==> src/sv/psg_tone_noise_envelope_tick_defines.svh <==
// ----------------------------------------------------------------------------
// PSG assertion macros
// Shared concurrent assertion forms for the sound generator core. Each macro
// samples on i_clk and is disabled while i_rst_n is low.
// ----------------------------------------------------------------------------
`ifndef PSG_TONE_NOISE_ENVELOPE_TICK_DEFINES_SVH
`define PSG_TONE_NOISE_ENVELOPE_TICK_DEFINES_SVH

// The consequent must hold in the same cycle as the antecedent.
`define PTNE_ASSERT_NOW(label, ante, cons, msg) \
    label: assert property (@(posedge i_clk) disable iff (!i_rst_n) (ante) |-> (cons)) \
        else $error(msg);

// The consequent must hold in the cycle after the antecedent.
`define PTNE_ASSERT_NEXT(label, ante, cons, msg) \
    label: assert property (@(posedge i_clk) disable iff (!i_rst_n) (ante) |=> (cons)) \
        else $error(msg);

`endif

==> src/sv/ptne_pkg.sv <==
// ----------------------------------------------------------------------------
// PSG tone/noise/envelope package
// Beat types, sound register map, write masks, envelope shape codes and the
// amplitude level table of the three-voice sound generator core.
// ----------------------------------------------------------------------------
package ptne_pkg;

    // Input beat: a register write or one generator tick.
    typedef struct packed {
        logic       mode;
        logic [3:0] reg_number;
        logic [7:0] reg_value;
    } t_in_beat;

    // Output beat: one amplitude per channel.
    typedef struct packed {
        logic [15:0] amp_a;
        logic [15:0] amp_b;
        logic [15:0] amp_c;
    } t_out_beat;

    // Beat kinds carried in the mode field.
    localparam logic MODE_WRITE = 1'b0;
    localparam logic MODE_TICK  = 1'b1;

    // Sound register map.
    localparam int unsigned NUM_REGS = 14;
    localparam logic [3:0] REG_TONE_A_LO = 4'd0;
    localparam logic [3:0] REG_TONE_A_HI = 4'd1;
    localparam logic [3:0] REG_TONE_B_LO = 4'd2;
    localparam logic [3:0] REG_TONE_B_HI = 4'd3;
    localparam logic [3:0] REG_TONE_C_LO = 4'd4;
    localparam logic [3:0] REG_TONE_C_HI = 4'd5;
    localparam logic [3:0] REG_NOISE_PER = 4'd6;
    localparam logic [3:0] REG_MIXER     = 4'd7;
    localparam logic [3:0] REG_AMP_A     = 4'd8;
    localparam logic [3:0] REG_AMP_B     = 4'd9;
    localparam logic [3:0] REG_AMP_C     = 4'd10;
    localparam logic [3:0] REG_ENV_LO    = 4'd11;
    localparam logic [3:0] REG_ENV_HI    = 4'd12;
    localparam logic [3:0] REG_ENV_SHAPE = 4'd13;

    // Write masks.
    localparam logic [7:0] MASK_NIBBLE = 8'h0F;
    localparam logic [7:0] MASK_FIVE   = 8'h1F;
    localparam logic [7:0] MASK_SIX    = 8'h3F;

    // Envelope shape codes. The first two pairs bound ranges of shapes that
    // share one behavior.
    localparam logic [3:0] ENV_DECAY_FIRST  = 4'd0;
    localparam logic [3:0] ENV_DECAY_LAST   = 4'd3;
    localparam logic [3:0] ENV_ATTACK_FIRST = 4'd4;
    localparam logic [3:0] ENV_ATTACK_LAST  = 4'd7;
    localparam logic [3:0] ENV_SAW_DOWN     = 4'd8;
    localparam logic [3:0] ENV_DECAY_ALT    = 4'd9;
    localparam logic [3:0] ENV_TRI_DOWN     = 4'd10;
    localparam logic [3:0] ENV_DECAY_HIGH   = 4'd11;
    localparam logic [3:0] ENV_SAW_UP       = 4'd12;
    localparam logic [3:0] ENV_ATTACK_HOLD  = 4'd13;
    localparam logic [3:0] ENV_TRI_UP       = 4'd14;
    localparam logic [3:0] ENV_ATTACK_ALT   = 4'd15;

    // Envelope level bounds (signed).
    localparam logic signed [6:0] ENV_LV_MIN  = -7'sd1;
    localparam logic signed [6:0] ENV_LV_ZERO = 7'sd0;
    localparam logic signed [6:0] ENV_LV_TOP  = 7'sd31;
    localparam logic signed [6:0] ENV_LV_MAX  = 7'sd32;

    // Noise shift register reset pattern.
    localparam logic [16:0] NOISE_SEED = 17'h0FFFF;

    // Fixed-volume tone periods at or below this force the tone gate high.
    localparam logic [11:0] TONE_SHORT_MAX = 12'd4;

    // Amplitude level table.
    localparam logic [15:0] LEVELS [16] = '{
        16'd0,     16'd836,   16'd1212,  16'd1773,
        16'd2619,  16'd3875,  16'd5397,  16'd8823,
        16'd10392, 16'd16706, 16'd23339, 16'd29292,
        16'd36969, 16'd46421, 16'd55195, 16'd65535
    };

endpackage

==> src/sv/psg_tone_noise_envelope_tick.sv <==
// ----------------------------------------------------------------------------
// PSG tone/noise/envelope tick core
// Three-voice sound generator: register writes and generator ticks arrive on
// one channel; each tick yields the three channel amplitudes.
// ----------------------------------------------------------------------------
// Usage:
//   Input channel (i_valid / o_stall / i_in): a beat with mode 0 writes one of
//   fourteen sound registers (writes to 14 and 15 are dropped); a beat with
//   mode 1 is one generator tick. Writing the shape register restarts the
//   envelope.
//   Output channel (o_valid / i_stall / o_out): one beat per tick carrying
//   amp_a, amp_b and amp_c; register writes produce no output beat.
//   Latency: the output beat of a tick is valid in the cycle after the tick
//   is accepted. Throughput: one input beat per cycle while o_stall is low;
//   amplitudes are computed combinationally from state into the output register.
//   Stall: while an output beat waits with i_stall high, o_stall is raised
//   and no input beat is taken; as soon as the waiting beat is taken a new
//   input beat is accepted in the same cycle.
//   Reset (synchronous, i_rst_n low): all sound registers, dividers and the
//   envelope clear, the noise shift register loads 0xFFFF, and the output
//   register empties. The envelope holds at level 0 until the first shape
//   write.
// ----------------------------------------------------------------------------
`include "psg_tone_noise_envelope_tick_defines.svh"

module psg_tone_noise_envelope_tick
    import ptne_pkg::*;
(
    input  logic      i_clk,
    input  logic      i_rst_n,
    input  logic      i_valid,
    output logic      o_stall,
    input  t_in_beat  i_in,
    output logic      o_valid,
    input  logic      i_stall,
    output t_out_beat o_out
);

    // State registers.
    logic [7:0]         r_regs [NUM_REGS];
    logic [15:0]        r_tone_cnt [3];
    logic [2:0]         r_tone_out;
    logic [15:0]        r_noise_cnt;
    logic [16:0]        r_noise;
    logic [15:0]        r_env_cnt;
    logic signed [6:0]  r_env_lv;
    logic               r_env_fp;
    logic               r_out_valid;
    t_out_beat          r_out;

    // Next-state values.
    logic [15:0]        n_tone_cnt [3];
    logic [2:0]         n_tone_out;
    logic [15:0]        n_noise_cnt;
    logic [16:0]        n_noise;
    logic [15:0]        n_env_cnt;
    logic signed [6:0]  n_env_lv;
    logic               n_env_fp;
    t_out_beat          n_out;

    logic               in_accept;
    logic               is_tick;
    logic               is_write;
    logic [11:0]        tone_per [3];
    logic [4:0]         amp_reg [3];
    logic [15:0]        tone_inc [3];
    logic [15:0]        noise_inc;
    logic [15:0]        env_inc;
    logic [15:0]        env_per;
    logic signed [6:0]  lv_dec;
    logic signed [6:0]  lv_inc;
    logic signed [6:0]  step_lv;
    logic               step_fp;
    logic [15:0]        amp [3];
    logic               gate;
    logic [3:0]         env_idx;

    // Handshake: take a beat unless a waiting output beat is held back.
    assign o_stall   = r_out_valid & i_stall;
    assign in_accept = i_valid & ~o_stall;
    assign is_tick   = in_accept & (i_in.mode == MODE_TICK);
    assign is_write  = in_accept & (i_in.mode == MODE_WRITE);
    assign o_valid   = r_out_valid;
    assign o_out     = r_out;

    // Register fields used by the generators.
    assign tone_per[0] = {r_regs[REG_TONE_A_HI][3:0], r_regs[REG_TONE_A_LO]};
    assign tone_per[1] = {r_regs[REG_TONE_B_HI][3:0], r_regs[REG_TONE_B_LO]};
    assign tone_per[2] = {r_regs[REG_TONE_C_HI][3:0], r_regs[REG_TONE_C_LO]};
    assign amp_reg[0]  = r_regs[REG_AMP_A][4:0];
    assign amp_reg[1]  = r_regs[REG_AMP_B][4:0];
    assign amp_reg[2]  = r_regs[REG_AMP_C][4:0];
    assign env_per     = {r_regs[REG_ENV_HI], r_regs[REG_ENV_LO]};

    // Tone dividers: count up, wrap and toggle once the period is reached.
    always_comb begin
        for (int ch = 0; ch < 3; ch++) begin
            tone_inc[ch] = r_tone_cnt[ch] + 16'd1;
            if (tone_inc[ch] >= {4'd0, tone_per[ch]}) begin
                n_tone_cnt[ch] = '0;
                n_tone_out[ch] = ~r_tone_out[ch];
            end else begin
                n_tone_cnt[ch] = tone_inc[ch];
                n_tone_out[ch] = r_tone_out[ch];
            end
        end
    end

    // Noise divider: shifts the generator on even counts at twice the period.
    always_comb begin
        noise_inc = r_noise_cnt + 16'd1;
        if (!noise_inc[0] && (noise_inc >= {10'd0, r_regs[REG_NOISE_PER][4:0], 1'b0})) begin
            n_noise_cnt = '0;
            n_noise     = {r_noise[15:0], ~(r_noise[13] ^ r_noise[16])};
        end else begin
            n_noise_cnt = noise_inc;
            n_noise     = r_noise;
        end
    end

    // Envelope shape step.
    always_comb begin
        lv_dec  = r_env_lv - 7'sd1;
        lv_inc  = r_env_lv + 7'sd1;
        step_lv = r_env_lv;
        step_fp = r_env_fp;
        case (r_regs[REG_ENV_SHAPE][3:0]) inside
            [ENV_DECAY_FIRST:ENV_DECAY_LAST], ENV_DECAY_ALT: begin
                if (r_env_fp) begin
                    step_lv = lv_dec;
                    step_fp = (lv_dec != ENV_LV_ZERO);
                end
            end
            [ENV_ATTACK_FIRST:ENV_ATTACK_LAST], ENV_ATTACK_ALT: begin
                if (r_env_fp) begin
                    if (lv_inc == ENV_LV_MAX) begin
                        step_fp = 1'b0;
                        step_lv = ENV_LV_ZERO;
                    end else begin
                        step_lv = lv_inc;
                    end
                end
            end
            ENV_SAW_DOWN: begin
                step_lv = {2'b00, lv_dec[4:0]};
            end
            ENV_TRI_DOWN: begin
                if (r_env_fp) begin
                    if (lv_dec == ENV_LV_MIN) begin
                        step_fp = 1'b0;
                        step_lv = ENV_LV_ZERO;
                    end else begin
                        step_lv = lv_dec;
                    end
                end else if (lv_inc == ENV_LV_MAX) begin
                    step_fp = 1'b1;
                    step_lv = ENV_LV_TOP;
                end else begin
                    step_lv = lv_inc;
                end
            end
            ENV_DECAY_HIGH: begin
                if (r_env_fp) begin
                    if (lv_dec == ENV_LV_MIN) begin
                        step_fp = 1'b0;
                        step_lv = ENV_LV_TOP;
                    end else begin
                        step_lv = lv_dec;
                    end
                end
            end
            ENV_SAW_UP: begin
                step_lv = {2'b00, lv_inc[4:0]};
            end
            ENV_ATTACK_HOLD: begin
                if (r_env_fp) begin
                    if (lv_inc == ENV_LV_MAX) begin
                        step_fp = 1'b0;
                        step_lv = ENV_LV_TOP;
                    end else begin
                        step_lv = lv_inc;
                    end
                end
            end
            default: begin
                // Triangle starting upward.
                if (!r_env_fp) begin
                    if (lv_dec == ENV_LV_MIN) begin
                        step_fp = 1'b1;
                        step_lv = ENV_LV_ZERO;
                    end else begin
                        step_lv = lv_dec;
                    end
                end else if (lv_inc == ENV_LV_MAX) begin
                    step_fp = 1'b0;
                    step_lv = ENV_LV_TOP;
                end else begin
                    step_lv = lv_inc;
                end
            end
        endcase
        // Keep the level inside its legal range.
        if (step_lv < ENV_LV_MIN) begin
            step_lv = ENV_LV_MIN;
        end else if (step_lv > ENV_LV_MAX) begin
            step_lv = ENV_LV_MAX;
        end
    end

    // Envelope divider: the shape steps when the counter sits at zero.
    always_comb begin
        if (r_env_cnt == 16'd0) begin
            n_env_lv = step_lv;
            n_env_fp = step_fp;
        end else begin
            n_env_lv = r_env_lv;
            n_env_fp = r_env_fp;
        end
        env_inc   = r_env_cnt + 16'd1;
        n_env_cnt = (env_inc >= env_per) ? 16'd0 : env_inc;
    end

    // Mixer and level lookup, from the state after this tick.
    always_comb begin
        env_idx = n_env_lv[4:1];
        for (int ch = 0; ch < 3; ch++) begin
            if (r_regs[REG_MIXER][ch]) begin
                gate = 1'b1;
            end else if (!amp_reg[ch][4] && (tone_per[ch] <= TONE_SHORT_MAX)) begin
                gate = 1'b1;
            end else begin
                gate = n_tone_out[ch];
            end
            if (!r_regs[REG_MIXER][ch + 3]) begin
                gate = gate & n_noise[16];
            end
            if (!gate) begin
                amp[ch] = 16'd0;
            end else if (!amp_reg[ch][4]) begin
                amp[ch] = LEVELS[amp_reg[ch][3:0]];
            end else begin
                amp[ch] = LEVELS[env_idx];
            end
        end
        n_out.amp_a = amp[0];
        n_out.amp_b = amp[1];
        n_out.amp_c = amp[2];
    end

    // Sound registers with per-register write masks.
    always_ff @(posedge i_clk) begin
        if (!i_rst_n) begin
            for (int i = 0; i < NUM_REGS; i++) begin
                r_regs[i] <= '0;
            end
        end else if (is_write) begin
            unique case (i_in.reg_number) inside
                REG_TONE_A_HI, REG_TONE_B_HI, REG_TONE_C_HI, REG_ENV_SHAPE: begin
                    r_regs[i_in.reg_number] <= i_in.reg_value & MASK_NIBBLE;
                end
                REG_NOISE_PER, REG_AMP_A, REG_AMP_B, REG_AMP_C: begin
                    r_regs[i_in.reg_number] <= i_in.reg_value & MASK_FIVE;
                end
                REG_MIXER: begin
                    r_regs[i_in.reg_number] <= i_in.reg_value & MASK_SIX;
                end
                REG_TONE_A_LO, REG_TONE_B_LO, REG_TONE_C_LO, REG_ENV_LO, REG_ENV_HI: begin
                    r_regs[i_in.reg_number] <= i_in.reg_value;
                end
                default: begin
                    // Unused register numbers are dropped.
                end
            endcase
        end
    end

    // Generator state: advances on a tick, the shape write restarts the envelope.
    always_ff @(posedge i_clk) begin
        if (!i_rst_n) begin
            for (int ch = 0; ch < 3; ch++) begin
                r_tone_cnt[ch] <= '0;
            end
            r_tone_out  <= '0;
            r_noise_cnt <= '0;
            r_noise     <= NOISE_SEED;
            r_env_cnt   <= '0;
            r_env_lv    <= ENV_LV_ZERO;
            r_env_fp    <= 1'b0;
        end else if (is_tick) begin
            r_tone_cnt  <= n_tone_cnt;
            r_tone_out  <= n_tone_out;
            r_noise_cnt <= n_noise_cnt;
            r_noise     <= n_noise;
            r_env_cnt   <= n_env_cnt;
            r_env_lv    <= n_env_lv;
            r_env_fp    <= n_env_fp;
        end else if (is_write && (i_in.reg_number == REG_ENV_SHAPE)) begin
            r_env_cnt <= '0;
            r_env_fp  <= 1'b1;
            r_env_lv  <= i_in.reg_value[2] ? ENV_LV_MIN : ENV_LV_MAX;
        end
    end

    // Output register: loads on a tick, empties when the beat is taken.
    always_ff @(posedge i_clk) begin
        if (!i_rst_n) begin
            r_out_valid <= 1'b0;
        end else if (is_tick) begin
            r_out_valid <= 1'b1;
        end else if (!i_stall) begin
            r_out_valid <= 1'b0;
        end
    end

    always_ff @(posedge i_clk) begin
        if (is_tick) begin
            r_out <= n_out;
        end
    end

    // Checks on the generator and output logic.
    `PTNE_ASSERT_NEXT(a_tick_gives_beat, is_tick, r_out_valid, "tick produced no output beat")
    `PTNE_ASSERT_NEXT(a_write_no_beat, is_write && (!r_out_valid || !i_stall), !r_out_valid, "register write produced an output beat")
    `PTNE_ASSERT_NOW(a_env_range, 1'b1, (r_env_lv >= ENV_LV_MIN) && (r_env_lv <= ENV_LV_MAX), "envelope level out of range")
    `PTNE_ASSERT_NEXT(a_shape_restart, is_write && (i_in.reg_number == REG_ENV_SHAPE), r_env_fp && (r_env_cnt == 16'd0), "shape write did not restart the envelope")
    `PTNE_ASSERT_NOW(a_stall_holds_input, r_out_valid && i_stall, !in_accept, "beat taken while output is held")

endmodule

==> config.mk <==
export PLATFORM = sky130hd
export DESIGN_NAME = psg_tone_noise_envelope_tick
export DESIGN_NICKNAME = d
export VERILOG_FILES = /design/src/sv/ptne_pkg.sv /design/src/sv/psg_tone_noise_envelope_tick.sv
export VERILOG_INCLUDE_DIRS = /design/src /design/src/sv
export SDC_FILE = /design/constraint.sdc
export NUM_CORES = 1
export LEC_CHECK = 0
export BUFFER_PORTS_ARGS = -buffer_cell sky130_fd_sc_hd__buf_2
export CELL_PAD_IN_SITES_DETAIL_PLACEMENT = 0
export CELL_PAD_IN_SITES_GLOBAL_PLACEMENT = 1
export CORE_MARGIN = 4
export CORE_UTILIZATION = 45
export CTS_BUF_LIST = sky130_fd_sc_hd__clkbuf_8
export DETAILED_ROUTE_END_ITERATION = 10
export HOLD_SLACK_MARGIN = 0.02
export MAX_ROUTING_LAYER = met4
export PLACE_DENSITY_LB_ADDON = 0.05
export SLEW_MARGIN = 20
export SYNTH_ARGS = -nofsm -noshare
export SYNTH_HDL_FRONTEND = slang
export SYNTH_SLANG_ARGS = --single-unit
==> constraint.sdc <==
create_clock -name i_clk -period 5.3 [get_ports i_clk]
set_input_delay 0.795 -clock i_clk [delete_from_list [all_inputs] [get_ports i_clk]]
set_output_delay 0.795 -clock i_clk [all_outputs]
set_load 0.05 [all_outputs]
==> results.cfg <==
[yosys]
synth_cells = 1879
synth_cell_type_count = 79
yosys-top-cells-area = edfxtp_1, dfxtp_1, ha_1
syn_avg_cell_area_um2 = 8.54
async_flop_share = 0
netlist_area_um2 = 16000
synth-edff-count = 130
synth.yosys.seq_area_share = 0.379
synth_seq_cells = 239
synth_top_area_frac = 0.243
synth-main-ff-cell = edfxtp_1
yosys_warnings = 0
syn_nets = 1988
synth.largest_area_cell = edfxtp_1

[final_layout]
fin_nets = 2036
design_area_um2 = 18000
syn_to_final_growth_pct = 11.9
utilization = 0.515
drive_gt1_frac = 0.116
instances_no_fill = 2420
fillerInstances = 3351

[power]
ir_drop_mv = 0.203
p_per_area_nw_per_um2 = 284
internal-power_mw = 3.46
p_sw_frac = 0.322
power.switching_mw = 1.65
p_seq_frac = 0.401
total_power_mw = 5.11
power.leakage_nw = 7.28
combPwrFrac = 0.224
clkPwrFrac = 0.374

[global_route]
grt_first_pass_wirelength_um = 72400
grt_max_degree = 60
antenna_found_initial = 2
grt_pass1_vias = 13226
gr-total-overflow = 0
track_usage = 0.237

[worst_hold_path]
hold_start = r_noise[1]
hp-class = register to register

[timing]
finalClockSkew_ns = 0.0243
whs_ns = 0.453
setup_ws_ns = 0.244
tightest_slew_ns = 1.06
setup_viol = 0
hold_violations = 0
min_period_ns = 5.06
tns_ns = 0
maxSlewViolCount = 0
maxSlewHeadroom = 0.295
post-route-period-util = 0.954
fmax_ghz = 0.198
rsz0062_at_grt = no

[outcome]
status = complete, no violations

[floorplanning]
die-area_um2 = 38700
fp.dieW_um = 197
core_um2 = 34900
ios = 67
die_height_um = 197
rows = 68
start_util = 0.460

[routing]
wl_per_cell_um = 19.0
drt-total-wl_um = 46000
drc_errors = 0
antenna_left = 0
vias_per_cell = 5.79
num_vias = 14020
dr.pass1.iters = 5
drtIter0Drc = 1115

[critical_path]
crit_type = register to register
critPathLaunch = r_env_lv[1]
cp_data_required_time_ns = 5.77
cp-start-kind = register
r2r_start = r_env_lv[1]
crit_path_end_kind = register
worstPathArrival_ns = 5.53
critPathMaxFanout = 14

[cts]
hold_buffers = 0
clkLatencyLatePin_ns = 0.61
cts_setup_buffers = 0
cts_buffers = 45
path_clk_slew_ns = 0.06
cts-htree-levels = 2
root_buffer = clkbuf_8
clk_path_buf_depth = 3
cts_resized = 1
cts_sinks = 239
cts_tree = done

[placed_design]
dp_hpwl_um = 32600
io_buffers = 66
gp_congestion = 0.921
post-place-ws_ns = -0.00855
dp.cells = 2335
dpl_cell_area_um2 = 16900

[flow_run]
cap_violations = 0
## cells by family after synthesis
kind of cell	synth area share
buffers and inverters	0.0522
and+or+nand+nor	0.235
AOI/OAI and AO/OA	0.200
DFF	0.379
xor gates and xnor gates	0.0475
muxes	0.0142
adders and majority gates	0.0717
## placed cells by master (no fill, tap or decap), drive strengths merged, types with 32 or more instances in the layout
cell type / count
o21ai: 146
ha: 92
edfxtp: 130
a211oi: 35
buf: 127
nor2b: 44
xnor2: 49
and2: 71
nor3: 35
nand3: 91
nor2: 122
and3: 78
nand2b: 32
inv: 100
a21oi: 98
xor2: 38
nand2: 167
clkbuf: 51
dfxtp: 109
## state kept, by name, indices dropped and copies added (netlist names)
name / cells
r_env_fp: 1
r_noise_cnt: 16
o_out: 48
r_noise: 17
r_tone_out: 3
r_regs: 82
r_env_cnt: 16
r_env_lv: 7
r_tone_cnt: 48
o_valid: 1
## area by class of cell
cell class / count / area (um^2) / share of cell area
diodes: 2 / 5.00 / 0.000279
clock buffers: 51 / 702 / 0.0391
clock inverters: 32 / 248 / 0.0138
inverters: 92 / 347 / 0.0193
multi-input cells: 1422 / 9210 / 0.513
flip-flops and latches: 239 / 6090 / 0.339
well taps: 455 / 569 / 0.0317
repair buffers: 127 / 791 / 0.0440
## path summary, 6_finish.rpt
path	to	cells after the start	slack [ns]
hold reg to reg	r_noise[2]	2	0.45
hold / removal	r_noise[2]	2	0.45
setup / recovery	o_out[30]	19	0.24
setup reg to reg	o_out[30]	19	0.24
## worst max-delay path, cell delays in order, from the launching register on
cell       delay [ns]
dfxtp_1          0.42
inv_1            0.11
ha_1             0.27
buf_4            0.21
inv_1            0.11
nand3_1          0.15
a221oi_2         0.32
buf_4            0.23
o21ai_0          0.10
a211o_1          0.26
a31o_2           0.29
nor2b_1          0.14
o2111ai_1        0.09
ha_1             0.30
nand2b_1         0.19
o32ai_1          0.33
nor2_1           0.26
buf_4            0.26
a2111oi_0        0.64
o21a_1           0.22
## metal layers
metal,vias to the layer above,GRT usage,wire length (um)
met3,63,0.0357,2270
met1,6654,0.321,21700
met4,0,0.0668,949
met2,364,0.371,21100
met5,-,-,0
li1,6939,-,-
## cells in the mapped netlist (10+ instances only)
master and count:
nand2_1 167, o21ai_0 144, edfxtp_1 130, nor2_1 122
dfxtp_1 109, clkbuf_1 108, a21oi_1 96, ha_1 92
inv_1 91, nand3_1 90, and3_1 78, and2_1 69
xnor2_1 49, nor2b_1 44, xor2_1 38, a211oi_1 35
nor3_1 35, nand2b_1 32, a31oi_1 29, a21o_1 22
nand4_1 20, a21boi_0 19, mux2i_1 19, nor4_1 16
a221oi_1 14, o2111ai_1 14, o211ai_1 12, o21a_1 12
nand3b_1 11, a311oi_1 10
## power by group through the flow
stage / Combinational, mW / Clock (mW) / Sequential (mW)
final: 1.15 / 1.91 / 2.05
after global routing: 1.23 / 2.05 / 2.06
after CTS: 1.10 / 1.97 / 2.05
after detailed placement: 1.10 / 0 / 2.09
after global placement: 1.10 / 0 / 2.09
after floorplan: 0.674 / 0 / 2.11
(Power assumes the default switching activity.)
